## src/rtl/crc16bs_pkg.sv

```systemverilog
package crc16bs_pkg;

    localparam int unsigned DATA_W = 8;
    localparam int unsigned CRC_W  = 16;

    localparam logic [CRC_W-1:0] CRC_POLY   = 16'h8005;
    localparam logic [CRC_W-1:0] CRC_INIT   = 16'hFFFF;
    localparam logic [CRC_W-1:0] CRC_XOROUT = 16'hFFFF;

    typedef logic [DATA_W-1:0] data_t;
    typedef logic [CRC_W-1:0]  crc_t;

    typedef struct packed {
        data_t data_byte;
        logic  last_byte;
    } item_t;

    // MSB-first division of the register by the polynomial, eight bits per byte
    function automatic crc_t crc_update_byte(input crc_t crc, input data_t data);
        crc_t r;
        r = crc ^ {data, {(CRC_W-DATA_W){1'b0}}};
        for (int k = 0; k < DATA_W; k++)
        begin
            if (r[CRC_W-1])
            begin
                r = {r[CRC_W-2:0], 1'b0} ^ CRC_POLY;
            end
            else
            begin
                r = {r[CRC_W-2:0], 1'b0};
            end
        end
        return r;
    endfunction

endpackage

```

## src/rtl/crc16bs_byte_if.sv

```systemverilog
interface crc16bs_byte_if;
    import crc16bs_pkg::*;

    logic  valid;
    logic  ready;
    data_t data_byte;
    logic  last_byte;

    modport source (output valid, output data_byte, output last_byte, input ready);
    modport sink   (input valid, input data_byte, input last_byte, output ready);
endinterface

```

## src/rtl/crc16bs_crc_if.sv

```systemverilog
interface crc16bs_crc_if;
    import crc16bs_pkg::*;

    logic valid;
    logic ready;
    crc_t crc_value;

    modport source (output valid, output crc_value, input ready);
    modport sink   (input valid, input crc_value, output ready);
endinterface

```

## src/rtl/crc16_byte_stream_core.sv

```systemverilog
// CRC-16 (poly 0x8005, MSB first, init 0xFFFF, xorout 0xFFFF) over a byte stream.
// Throughput: one byte per cycle unless a last byte waits on a full result register.
// The byte update is one XOR network per clock, fed from the input register.
// A full result register stalls only the last byte; earlier bytes keep flowing.
// Reset (rst_n low, asynchronous) empties both stages and loads the CRC with 0xFFFF.
module crc16_byte_stream_core (
    input  logic          clk,
    input  logic          rst_n,
    crc16bs_byte_if.sink  byte_in,
    crc16bs_crc_if.source crc_out
);
    import crc16bs_pkg::*;

    logic  item_valid;
    item_t item;
    logic  item_take;

    crc16bs_in_stage u_in_stage (
        .clk        (clk),
        .rst_n      (rst_n),
        .byte_in    (byte_in),
        .item_valid (item_valid),
        .item       (item),
        .item_take  (item_take)
    );

    crc16bs_crc_stage u_crc_stage (
        .clk        (clk),
        .rst_n      (rst_n),
        .item_valid (item_valid),
        .item       (item),
        .item_take  (item_take),
        .crc_out    (crc_out)
    );

endmodule

```

## src/rtl/crc16bs_in_stage.sv

```systemverilog
module crc16bs_in_stage (
    input  logic                clk,
    input  logic                rst_n,
    crc16bs_byte_if.sink        byte_in,
    output logic                item_valid,
    output crc16bs_pkg::item_t  item,
    input  logic                item_take
);
    import crc16bs_pkg::*;

    logic  valid_reg;
    logic  valid_next;
    item_t item_reg;
    logic  load;

    // Take a new request whenever the held one is empty or leaves this cycle
    assign byte_in.ready = !valid_reg || item_take;
    assign load          = byte_in.valid && byte_in.ready;

    always_comb
    begin
        valid_next = valid_reg;
        if (load)
        begin
            valid_next = 1'b1;
        end
        else if (item_take)
        begin
            valid_next = 1'b0;
        end
    end

    always_ff @(posedge clk or negedge rst_n)
    begin
        if (!rst_n)
        begin
            valid_reg <= 1'b0;
        end
        else
        begin
            valid_reg <= valid_next;
        end
    end

    always_ff @(posedge clk)
    begin
        if (load)
        begin
            item_reg.data_byte <= byte_in.data_byte;
            item_reg.last_byte <= byte_in.last_byte;
        end
    end

    assign item_valid = valid_reg;
    assign item       = item_reg;

endmodule

```

## src/rtl/crc16bs_crc_stage.sv

```systemverilog
module crc16bs_crc_stage (
    input  logic                clk,
    input  logic                rst_n,
    input  logic                item_valid,
    input  crc16bs_pkg::item_t  item,
    output logic                item_take,
    crc16bs_crc_if.source       crc_out
);
    import crc16bs_pkg::*;

    crc_t crc_reg;
    crc_t crc_next;
    crc_t crc_upd;
    logic out_valid_reg;
    logic out_valid_next;
    crc_t out_crc_reg;
    logic out_free;
    logic emit;

    assign out_free  = !out_valid_reg || crc_out.ready;
    // Plain bytes always advance; the last one waits for room in the result register
    assign item_take = item_valid && (!item.last_byte || out_free);
    assign emit      = item_take && item.last_byte;
    assign crc_upd   = crc_update_byte(crc_reg, item.data_byte);

    always_comb
    begin
        crc_next = crc_reg;
        if (item_take)
        begin
            crc_next = item.last_byte ? CRC_INIT : crc_upd;
        end
    end

    always_comb
    begin
        out_valid_next = out_valid_reg;
        if (emit)
        begin
            out_valid_next = 1'b1;
        end
        else if (crc_out.ready)
        begin
            out_valid_next = 1'b0;
        end
    end

    always_ff @(posedge clk or negedge rst_n)
    begin
        if (!rst_n)
        begin
            crc_reg       <= CRC_INIT;
            out_valid_reg <= 1'b0;
        end
        else
        begin
            crc_reg       <= crc_next;
            out_valid_reg <= out_valid_next;
        end
    end

    always_ff @(posedge clk)
    begin
        if (emit)
        begin
            out_crc_reg <= crc_upd ^ CRC_XOROUT;
        end
    end

    assign crc_out.valid     = out_valid_reg;
    assign crc_out.crc_value = out_crc_reg;

    a_restart_after_last : assert property (@(posedge clk) disable iff (!rst_n)
        emit |=> (crc_reg == CRC_INIT))
        else $error("CRC register not restarted after last byte");

    a_result_from_last : assert property (@(posedge clk) disable iff (!rst_n)
        $rose(out_valid_reg) |-> $past(emit))
        else $error("result raised without a last byte");

    a_plain_byte_no_result : assert property (@(posedge clk) disable iff (!rst_n)
        (out_valid_reg && !crc_out.ready && !emit) |=> $stable(out_crc_reg))
        else $error("held result changed without a last byte");

    a_hold_last_when_full : assert property (@(posedge clk) disable iff (!rst_n)
        (item_valid && item.last_byte && out_valid_reg && !crc_out.ready) |-> !item_take)
        else $error("last byte advanced into a full result register");

endmodule
```

## src/flat_wrapper.sv

```systemverilog
// flat-port wrapper written by rule: the top's interface ports become plain ports
module crc16_byte_stream_core_flat import crc16bs_pkg::*;
  (clk, rst_n, byte_in_valid, byte_in_data_byte, byte_in_last_byte, byte_in_ready, crc_out_valid, crc_out_crc_value, crc_out_ready);
  crc16bs_byte_if byte_in_i ();
  crc16bs_crc_if crc_out_i ();
  input  logic clk;
  input  logic rst_n;
  input wire logic [$bits(byte_in_i.valid)-1:0] byte_in_valid;
  input wire logic [$bits(byte_in_i.data_byte)-1:0] byte_in_data_byte;
  input wire logic [$bits(byte_in_i.last_byte)-1:0] byte_in_last_byte;
  output wire logic [$bits(byte_in_i.ready)-1:0] byte_in_ready;
  output wire logic [$bits(crc_out_i.valid)-1:0] crc_out_valid;
  output wire logic [$bits(crc_out_i.crc_value)-1:0] crc_out_crc_value;
  input wire logic [$bits(crc_out_i.ready)-1:0] crc_out_ready;
  assign byte_in_i.valid = byte_in_valid;
  assign byte_in_i.data_byte = byte_in_data_byte;
  assign byte_in_i.last_byte = byte_in_last_byte;
  assign byte_in_ready = byte_in_i.ready;
  assign crc_out_valid = crc_out_i.valid;
  assign crc_out_crc_value = crc_out_i.crc_value;
  assign crc_out_i.ready = crc_out_ready;
  crc16_byte_stream_core u_core (.clk(clk), .rst_n(rst_n), .byte_in(byte_in_i), .crc_out(crc_out_i));
endmodule
```

## config.mk

```make
export PLATFORM = sky130hd
export DESIGN_NAME = crc16_byte_stream_core_flat
export DESIGN_NICKNAME = d
export VERILOG_FILES = /design/src/rtl/crc16bs_pkg.sv /design/src/rtl/crc16bs_byte_if.sv /design/src/rtl/crc16bs_crc_if.sv /design/src/rtl/crc16_byte_stream_core.sv /design/src/rtl/crc16bs_in_stage.sv /design/src/rtl/crc16bs_crc_stage.sv /design/src/flat_wrapper.sv
export SDC_FILE = /design/constraint.sdc
export NUM_CORES = 1
export LEC_CHECK = 0
export BUFFER_PORTS_ARGS = -buffer_cell sky130_fd_sc_hd__buf_2
export CAP_MARGIN = 40
export CELL_PAD_IN_SITES_DETAIL_PLACEMENT = 0
export CELL_PAD_IN_SITES_GLOBAL_PLACEMENT = 2
export CORE_MARGIN = 2
export CORE_UTILIZATION = 40
export CTS_CLUSTER_SIZE = 20
export DETAILED_ROUTE_END_ITERATION = 10
export GPL_ROUTABILITY_DRIVEN = 0
export GPL_TIMING_DRIVEN = 0
export HOLD_SLACK_MARGIN = 0.1
export PLACE_DENSITY_LB_ADDON = 0.3
export SYNTH_ARGS = -nofsm -noshare
export SYNTH_HDL_FRONTEND = slang
export SYNTH_HIERARCHICAL = 1
export SYNTH_SLANG_ARGS = --single-unit
```

## constraint.sdc

```tcl
create_clock -name clk -period 7.1 [get_ports clk]
set_input_delay 1.775 -clock clk [delete_from_list [all_inputs] [get_ports clk]]
set_output_delay 1.775 -clock clk [all_outputs]
set_load 0.1 [all_outputs]
```

Word-level counts from Yosys, hierarchy flattened

Cells that the tools add are included.

Word-level logic and storage cells: 40
Output and inout bits: 18
Bits in registers: 43

Bitwise operators: 10
Reduce and logical (&&, ||, !) cells: 11
Multiplexer cells: 13

Operators with widths:

| kind              | number |
|---|---|
| $mux 16           | 9 |
| $not 3->3         | 8 |
| $not 16->16       | 1 |
| $xor 16x16->16    | 1 |
| $mux 1            | 4 |
| $reduce_bool 2->1 | 2 |
| $logic_and 1x1->1 | 3 |
| $logic_not 1->1   | 3 |
| $logic_or 1x1->1  | 3 |

Logic depth before layout (Yosys ltp)

Gate-level depths: netlist of run 1.

Word-level depth: 18
Mapped depth: 5
Gate-level depth less buffers: 5

By module

The synthesis of run 1 kept the hierarchy.

By module, submodules not included:

| module            | cells each | area an instance (sq um) | times used |
|---|---|---|---|
| crc16bs_crc_stage | 104        | 1,395.1                  | 1 |
| crc16bs_in_stage  | 13         | 324.1                    | 1 |

Worst setup path after synthesis of run 1

OpenSTA, ideal clock, no wires.

Path type: in2out
Start: input crc_out_ready
End: output byte_in_ready
Cell stages on the path: 4
Required time: 5,325 ps
Data arrival time: 2,830 ps
Path buffers: 1
Path slack: 2,495 ps
Cells stage by stage: nor2b_1 a21boi_0 clkbuf_1 nand2b_4

Cells in the longest elaborated chain, start to end: 4

Ends and longest elaborated chain:

| item                 | line                         | RTL |
|---|---|---|
| from (decl)          | flat_wrapper.sv:14           | `input wire logic [$bits(crc_out_i.ready)-1:0] crc_out_ready;` |
| $logic_or 1x1->1     | crc16bs_crc_stage.sv:20      | `assign out_free = !out_valid_reg \|\| crc_out.ready;` |
| $logic_or 1x1->1     | crc16bs_crc_stage.sv:22      | `assign item_take = item_valid && (!item.last_byte \|\| out_free);` |
| $logic_and 1x1->1    | crc16bs_crc_stage.sv:22      |  |
| via u_core.item_take | crc16_byte_stream_core.sv:16 | `logic item_take;` |
| $logic_or 1x1->1     | crc16bs_in_stage.sv:17       | `assign byte_in.ready = !valid_reg \|\| item_take;` |
| to (decl)            | flat_wrapper.sv:11           | `output wire logic [$bits(byte_in_i.ready)-1:0] byte_in_ready;` |

The timed path passes the listed nets, and every way through them passes these cells.

Worst setup path after layout of run 1

Ends and elaborated chain as after synthesis.

==> results of run 1 <==
-- metal layers --
| layer | wire length, um | track usage [%] | vias up |
|---|---|---|---|
| met5 | 0 | 0 | - |
| met1 | 1250 | 16.2 | 443 |
| met4 | 34 | 6.32 | 0 |
| met3 | 165 | 3.92 | 4 |
| met2 | 1380 | 20.3 | 32 |
| li1 | - | - | 465 |
-- final cells by class --
class / count / area share, %
Timing Repair Buffer: 30 / 7.46
Tap cell: 50 / 3.11
Inverter: 5 / 0.932
Clock inverter: 1 / 0.249
Clock buffer: 7 / 3.79
Sequential cell: 43 / 60.7
Multi-Input combinational cell: 66 / 23.2
Buffer: 3 / 0.559
-- cell usage after synthesis --
cell type,number,area (um^2)
sky130_fd_sc_hd__inv_1,5,18.8
sky130_fd_sc_hd__dfstp_2,16,420
sky130_fd_sc_hd__xnor3_1,1,22.5
sky130_fd_sc_hd__nor2_1,21,78.8
sky130_fd_sc_hd__nor2b_1,2,12.5
sky130_fd_sc_hd__and2_4,1,8.76
sky130_fd_sc_hd__a21oi_2,1,8.76
sky130_fd_sc_hd__and2_1,1,6.26
sky130_fd_sc_hd__dfrtp_1,2,50.1
sky130_fd_sc_hd__nand2b_1,1,6.26
sky130_fd_sc_hd__xor3_2,1,25.0
sky130_fd_sc_hd__xnor2_2,1,16.3
sky130_fd_sc_hd__xnor2_1,16,140
sky130_fd_sc_hd__a21oi_1,15,75.1
sky130_fd_sc_hd__xor2_2,1,16.3
sky130_fd_sc_hd__clkbuf_1,3,11.3
sky130_fd_sc_hd__edfxtp_1,25,751
sky130_fd_sc_hd__nand2b_4,1,13.8
sky130_fd_sc_hd__or2_2,1,6.26
sky130_fd_sc_hd__a21boi_0,1,7.51
sky130_fd_sc_hd__xnor3_2,1,23.8
-- worst max-delay path: cells and delay by family --
| family | cells | cell delay, ns |
|---|---|---|
| AOI/OAI and AO/OA | 1 | 0.39 |
| and+or+nand+nor | 2 | 0.29 |
| buffers and inverters | 3 | 0.96 |
-- worst max path at each step --
stage / from / cells past startpoint / endpoint / slack (ns)
floorplan: crc_out_ready / 4 / byte_in_ready / 2.50
CTS: crc_out_ready / 6 / byte_in_ready / 1.91
global placement: crc_out_ready / 6 / byte_in_ready / 1.90
finish: crc_out_ready / 6 / byte_in_ready / 1.92
detailed placement: crc_out_ready / 6 / byte_in_ready / 1.92
global route: crc_out_ready / 6 / byte_in_ready / 1.77
-- cells by family (layout without fill, tap and decap cells) --
| logic type | Yosys count | count (layout) | share of synthesized area [%] |
|---|---|---|---|
| xor+xnor | 21 | 21 | 14.2 |
| flops | 43 | 43 | 71.0 |
| simple gates | 28 | 28 | 7.72 |
| compound gates | 17 | 17 | 5.31 |
| buf+inv | 8 | 46 | 1.75 |
-- stage by stage --
| step | setup WS [ns] | cells | utilization (%) |
|---|---|---|---|
| after CTS | 1.91 | 205 | 49.6 |
| after detailed placement | 1.92 | 197 | 47.6 |
| after global placement | 1.90 | 197 | 47.6 |
| final | 1.92 | 205 | 49.6 |
| after global routing | 1.77 | 205 | 49.6 |
| after floorplan | 2.50 | 117 | - |
==> summary.md, run 1 <==
The flow ran to the end, and the final reports show no timing, DRC or antenna violations. STA puts the critical path data arrival time at 3.41 ns. The total area inside the core boundary comes to 0.00406 mm^2. The finished cells cover 0.00201 mm^2. For the final database, setup skew stands at 0.00423 ns. The tool flagged a number of max-cap violations equal to 0. At the end of the flow, the number of nets in the layout was 167. Number of DRC violations after detailed routing: 0. The share of the Yosys chip area taken by registers is 71.0%. The required time reported for the critical path endpoint is 5.33 ns. The startpoint identified for the worst register-to-register timing path is u_core/u_crc_stage/crc_reg[15]$_DFFE_PN1P_.

The first TritonRoute pass finished after 4 iterations. From synthesis to final layout, the design area changed by 17.1%. The clock reaches the later pin of the worst-skew pair after 0.28 ns.

In this run the most critical hold path is launched from u_core/u_crc_stage/crc_reg[8]$_DFFE_PN1P_. The post-CTS clock slew at the launch and capture registers of the worst setup and hold paths is 0.07 ns, and the largest fanout on the critical path is 10. Static timing analysis puts the maximum clock frequency at 193 MHz. STA classifies the critical path startpoint as a primary input.

Walking the worst path, the cells encountered are buf_2 > nor2b_1 > a21boi_0 > clkbuf_1 > nand2b_4 > buf_2. The layout has 374 filler cells. For flop-to-flop paths, the worst setup slack is 4.74 ns.

The run gives 6 as the total number of yosys warnings. Buffers inserted during clock tree synthesis total 5. The logs give 0 for the final-report max-slew violation count and 49.5% for the headroom to the max-slew limit. After the first detailed-routing iteration, the DRC count stood at 82. The logs give 0 for the initial antenna violation count and 0 for the number of post-CTS setup repair buffers. The number of cells on the worst reg-to-reg path is 4. The tree built by TritonCTS fans out to 43 sinks. The placed wire-length estimate after detailed placement was 1990 um.

The post-detailed-route wirelength per cell is 13.8 um, and the maximum clock insertion buffer count is 2. CTS placed an instance of sky130_fd_sc_hd__clkbuf_8 at the clock tree root. TritonCTS built the clock tree. In the final layout, the share of cells above drive strength 1 is 38.7%. The type of element capturing the critical path is a primary output. The endpoint identified for the worst register-to-register timing path is u_core/u_crc_stage/crc_out.crc_value[15]$_DFFE_PP_. For this run, the slowest stage of the critical path takes 0.46 ns.

Once placement finished, the instance area stood at 0.00193 mm^2. The final layout contains routed wiring with a total length of 2830 um. For the via count of the first global-routing pass, the log shows 1035.

The library cell used most frequently in the layout, excluding fill and tap cells, is sky130_fd_sc_hd__buf_2. After layout, the worst path uses 73.0% of the clock period. After detailed routing, the number of vias per cell comes to 4.60. The total nets after synthesis came out at 130. Setup violations remaining at the end of the flow were counted as 0. The most prevalent standard cell on the critical path was sky130_fd_sc_hd__buf_2. Setup repair after global routing left no endpoint under its margin.

The number of cells traversed by the worst hold path was 2. The die is 69.6 um tall. The die is 69.6 um wide. Once the clock tree was built, the resizer swapped 0 gates to a different size. The routed design could run at a clock period as short as 5.18 ns. Global routing used 12.9% of the available tracks across all layers.

The number of port buffers is 30, and the area of the multi-input gates is 468 um^2. The path with the worst hold slack has its endpoint at u_core/u_crc_stage/crc_reg[8]$_DFFE_PN1P_. The number of synthesized register bits came out at 43.

Once the floorplan was initialized, standard cells occupied 42.4% of the core. The tools report the combined flip-flop and latch cell area as 0.00122 mm^2. Adding up every negative setup slack in the final design gives 0 ns.

The average instance in the mapped netlist occupies 14.7 um^2. The number of diodes came out at 0. The type of the tightest min-delay check is reg2reg. The library cells used most frequently in the layout, excluding fill and tap cells, are sky130_fd_sc_hd__buf_2, sky130_fd_sc_hd__edfxtp_1, sky130_fd_sc_hd__nor2_1. After floorplanning, the core was divided into 23 placement rows. The via count of the routed design came out at 944.

For the remaining number of nets flagged by the antenna check after routing, the log shows 0. The logs give 19 for the maximum number of pins on one net before global-route repair and 31 for the number of ports placed on the die boundary. For this design, the CTS-stage hold fixing added 0 buffers. The logs give 0 for the number of failing hold endpoints at the final stage and 0.512 ns for the worst slack on hold paths. The critical path is of the in2out type. The wire length of the first global-routing pass came out at 4740 um.

The tools report the summed instance area of the synthesized netlist as 0.00172 mm^2. The cell count after synthesis came out at 117. The worst-margin pin slew works out to 0.757 ns.

On the critical path, the stage with the largest delay is an instance of sky130_fd_sc_hd__clkbuf_1. The number of different library cells used by synthesis comes to 21. The count of H-tree levels built during CTS is 2, and the area of the die is 0.00484 mm^2. The run gives 0 as the total overflow reported by the global router.
Power of run 1 is not shown: default switching activity piles up to over one toggle a cycle in this logic, so the estimate is an artifact.
==> inputs of run 2 (changes only) <==
--- a/config.mk
+++ b/config.mk
@@ -10,7 +10,7 @@
 export CELL_PAD_IN_SITES_DETAIL_PLACEMENT = 0
 export CELL_PAD_IN_SITES_GLOBAL_PLACEMENT = 2
 export CORE_MARGIN = 2
-export CORE_UTILIZATION = 40
+export CORE_UTILIZATION = 37
 export CTS_CLUSTER_SIZE = 20
 export DETAILED_ROUTE_END_ITERATION = 10
 export GPL_ROUTABILITY_DRIVEN = 0
==> constraint.sdc (replaced) <==
create_clock -name clk -period 5.4 [get_ports clk]
set_input_delay 1.35 -clock clk [delete_from_list [all_inputs] [get_ports clk]]
set_output_delay 1.35 -clock clk [all_outputs]
set_load 0.1 [all_outputs]
==> summary.md, run 2 (synthesized netlist as in run 1, its figures left out) <==
Cell type of the slowest stage on the worst timing path: sky130_fd_sc_hd__clkbuf_1 (unchanged). The via density per instance is 4.53 (was 4.60). The number of cell instances on the worst register-to-register path was 4 (unchanged); the initial antenna violation count was 0 (unchanged).

The area growth from synthesis to final layout came out at 17.2% (was 17.1%). The count of H-tree levels built during CTS is 2 (unchanged). Most common cell after layout, fill and taps aside: sky130_fd_sc_hd__buf_2 (unchanged). The tools report the global router's overall resource usage as 12.3% (was 12.9%). Most prevalent standard cell on the critical path: sky130_fd_sc_hd__buf_2 (unchanged). The run gives 938 (was 944) as the via count of the routed design. Die outline width: 72.2 um (was 69.6 um). Worst slack on hold paths: 0.511 ns (was 0.512 ns). The maximum clock insertion buffer count is 2 (unchanged). The number of buffers and inverters on the critical path is 3 (unchanged). Cell class contributing the biggest share of worst-path delay: buffers and inverters (unchanged). For this run, the top clock speed supported by timing is 231 MHz.

The number of endpoints failing setup at the final stage is 0 (unchanged). TritonCTS built the clock tree. The tools report the initial core utilization as 38.9% (was 42.4%). The overall die height works out to 72.2 um (was 69.6 um).

The largest fanout on the critical path is 10 (unchanged). The final routed wirelength across all metal layers is 2760 um (was 2830 um), and the total of cells resized after clock tree synthesis is 0 (unchanged). The tools report the number of clock buffers inserted by TritonCTS as 5 (unchanged). Launch instance of the worst register-to-register path: u_core/u_crc_stage/crc_reg[15]$_DFFE_PN1P_ (unchanged). Setup repair after global routing left no endpoint under its margin. The wire length of the first global-routing pass is 4710 um (was 4740 um), and the total negative slack for setup checks is 0 ns (unchanged). The headroom to the max-slew limit is 48.8% (was 49.5%). The required time reported for the critical path endpoint is 4.05 ns (was 5.33 ns). The worst path uses 80.0% of the clock period. The run gives 0.29 ns (was 0.28 ns) as the latest clock arrival within the worst-skew pair. The placed wire-length estimate after detailed placement was 2040 um (was 1990 um). The arrival time reported for the critical path endpoint is 2.97 ns (was 3.41 ns), and the final cell utilization of the core is 45.6% (was 49.6%). The maximum number of pins on one net before global-route repair was 19 (unchanged); the post-CTS clock slew at the launch and capture registers of the worst setup and hold paths was 0.08 ns (was 0.07 ns). Placeable core region: 0.00441 mm^2 (was 0.00406 mm^2).

The element type at the critical path start was a primary input (unchanged). The post-detailed-route wirelength per cell is 13.3 um (was 13.8 um). The critical path start-end classification is in2out (unchanged).

The tools report the via count of the first global-routing pass as 970 (was 1035). The number of failing hold endpoints at the final stage is 0 (unchanged), and the number of violations of the max-capacitance limit is 0 (unchanged). The maximum single-stage delay on the critical path is 0.44 ns (was 0.46 ns).

CP cell instances: buf_2 > nor2b_1 > a21boi_0 > clkbuf_1 > nand2b_4 > buf_2 (unchanged). The tools report the floorplan row count as 24 (was 23). The number of cells traversed by the worst hold path came out at 2 (unchanged). Number of port buffers: 30 (unchanged). The logs give 0.00885 ns (was 0.00423 ns) for the largest clock skew in the final design and 0 (unchanged) for the number of post-CTS setup repair buffers. For the reg-to-reg setup timing slack, the log shows 3.07 ns (was 4.74 ns). The number of buffers added to fix hold violations after cts came out at 0 (unchanged).

The logs give 0 (unchanged) for the final-report max-slew violation count and 62 (was 82) for the first-iteration detailed-routing DRC count. The number of detailed-route iterations in the first pass is 4 (unchanged). Type of the tightest min-delay check: reg2reg (unchanged). The source of the worst hold timing path is u_core/u_crc_stage/crc_reg[7]$_DFFE_PN1P_ (was u_core/u_crc_stage/crc_reg[8]$_DFFE_PN1P_).

The tools report the number of DRC violations after detailed routing as 0 (unchanged). The flow ran to the end, and the final reports show no timing, DRC or antenna violations. Number of diodes: 0 (unchanged).

Commonest cells after routing, fill and taps aside: sky130_fd_sc_hd__buf_2, sky130_fd_sc_hd__edfxtp_1, sky130_fd_sc_hd__nor2_1 (unchanged). The worst-margin pin slew is 0.769 ns (was 0.757 ns). The clock sink count was 43 (unchanged).

The final layout net count is 167 (unchanged). For the total overflow reported by the global router, the log shows 0 (unchanged). The area of the die came out at 0.00521 mm^2 (was 0.00484 mm^2). The fraction of final layout cells sized beyond drive strength 1 was 38.1% (was 38.7%); the number of ports placed on the die boundary was 31 (unchanged).

The shortest period the worst path allows works out to 4.32 ns. The type of element capturing the critical path is a primary output (unchanged). The master cell of the clock root buffer was sky130_fd_sc_hd__clkbuf_8 (unchanged). The tools report the end of the worst hold path as u_core/u_crc_stage/crc_reg[7]$_DFFE_PN1P_ (was u_core/u_crc_stage/crc_reg[8]$_DFFE_PN1P_). The remaining number of nets flagged by the antenna check after routing was 0 (unchanged).

The terminus of the critical flop-to-flop path was u_core/u_crc_stage/crc_out.crc_value[15]$_DFFE_PP_ (unchanged).
==> run 2: cell count changes in the layout (fill, tap and decap cells not counted), sizes merged <==
cell    before  now
clkinv       1    2
clkbuf      10    9
==> run 2: worst max path at each step <==
| stage | startpoint | endpoint | slack (ns) | cells past startpoint |
|---|---|---|---|---|
| CTS | crc_out_ready | byte_in_ready | 1.06 | 6 |
| global placement | crc_out_ready | byte_in_ready | 1.06 | 6 |
| finish | crc_out_ready | byte_in_ready | 1.08 | 6 |
| global route | crc_out_ready | byte_in_ready | 0.95 | 6 |
| floorplan | crc_out_ready | byte_in_ready | 1.65 | 4 |
| detailed placement | crc_out_ready | byte_in_ready | 1.06 | 6 |
==> run 2: area by class of cell <==
cell class              instances  area, um^2
clock buffers                   6        72.6
fillers                       401        2400
inverters                       5        18.8
well taps                      52        65.1
flip-flops and latches         43        1220
plain buffers                   3        11.3
clock inverters                 2        7.51
multi-input cells              66         468
repair buffers                 30         150
==> run 2: routing by layer <==
metal / track usage (%) / share of wire, % / vias up
met5: 0 / 0 / -
met4: 6.08 / 1.9 / 0
met3: 4.72 / 6.1 / 5
met2: 18.2 / 45 / 25
met1: 15.8 / 47 / 444
li1: - / - / 464
==> run 2: per-stage QoR <==
step,cell area [um^2],cells,setup slack [ns]
after floorplan,1720,117,1.65
after global placement,1930,199,1.06
after detailed placement,1930,199,1.06
after CTS,2010,207,1.06
after global routing,2010,207,0.951
final,2010,207,1.08
==> run 2: worst reg2reg max path: cells and delay by family (launching register included) <==
kind	cells	cell delay [ns]
XOR/XNOR	4	1.53
flip-flops	1	0.55
Power of run 2 is left out for the same reason.
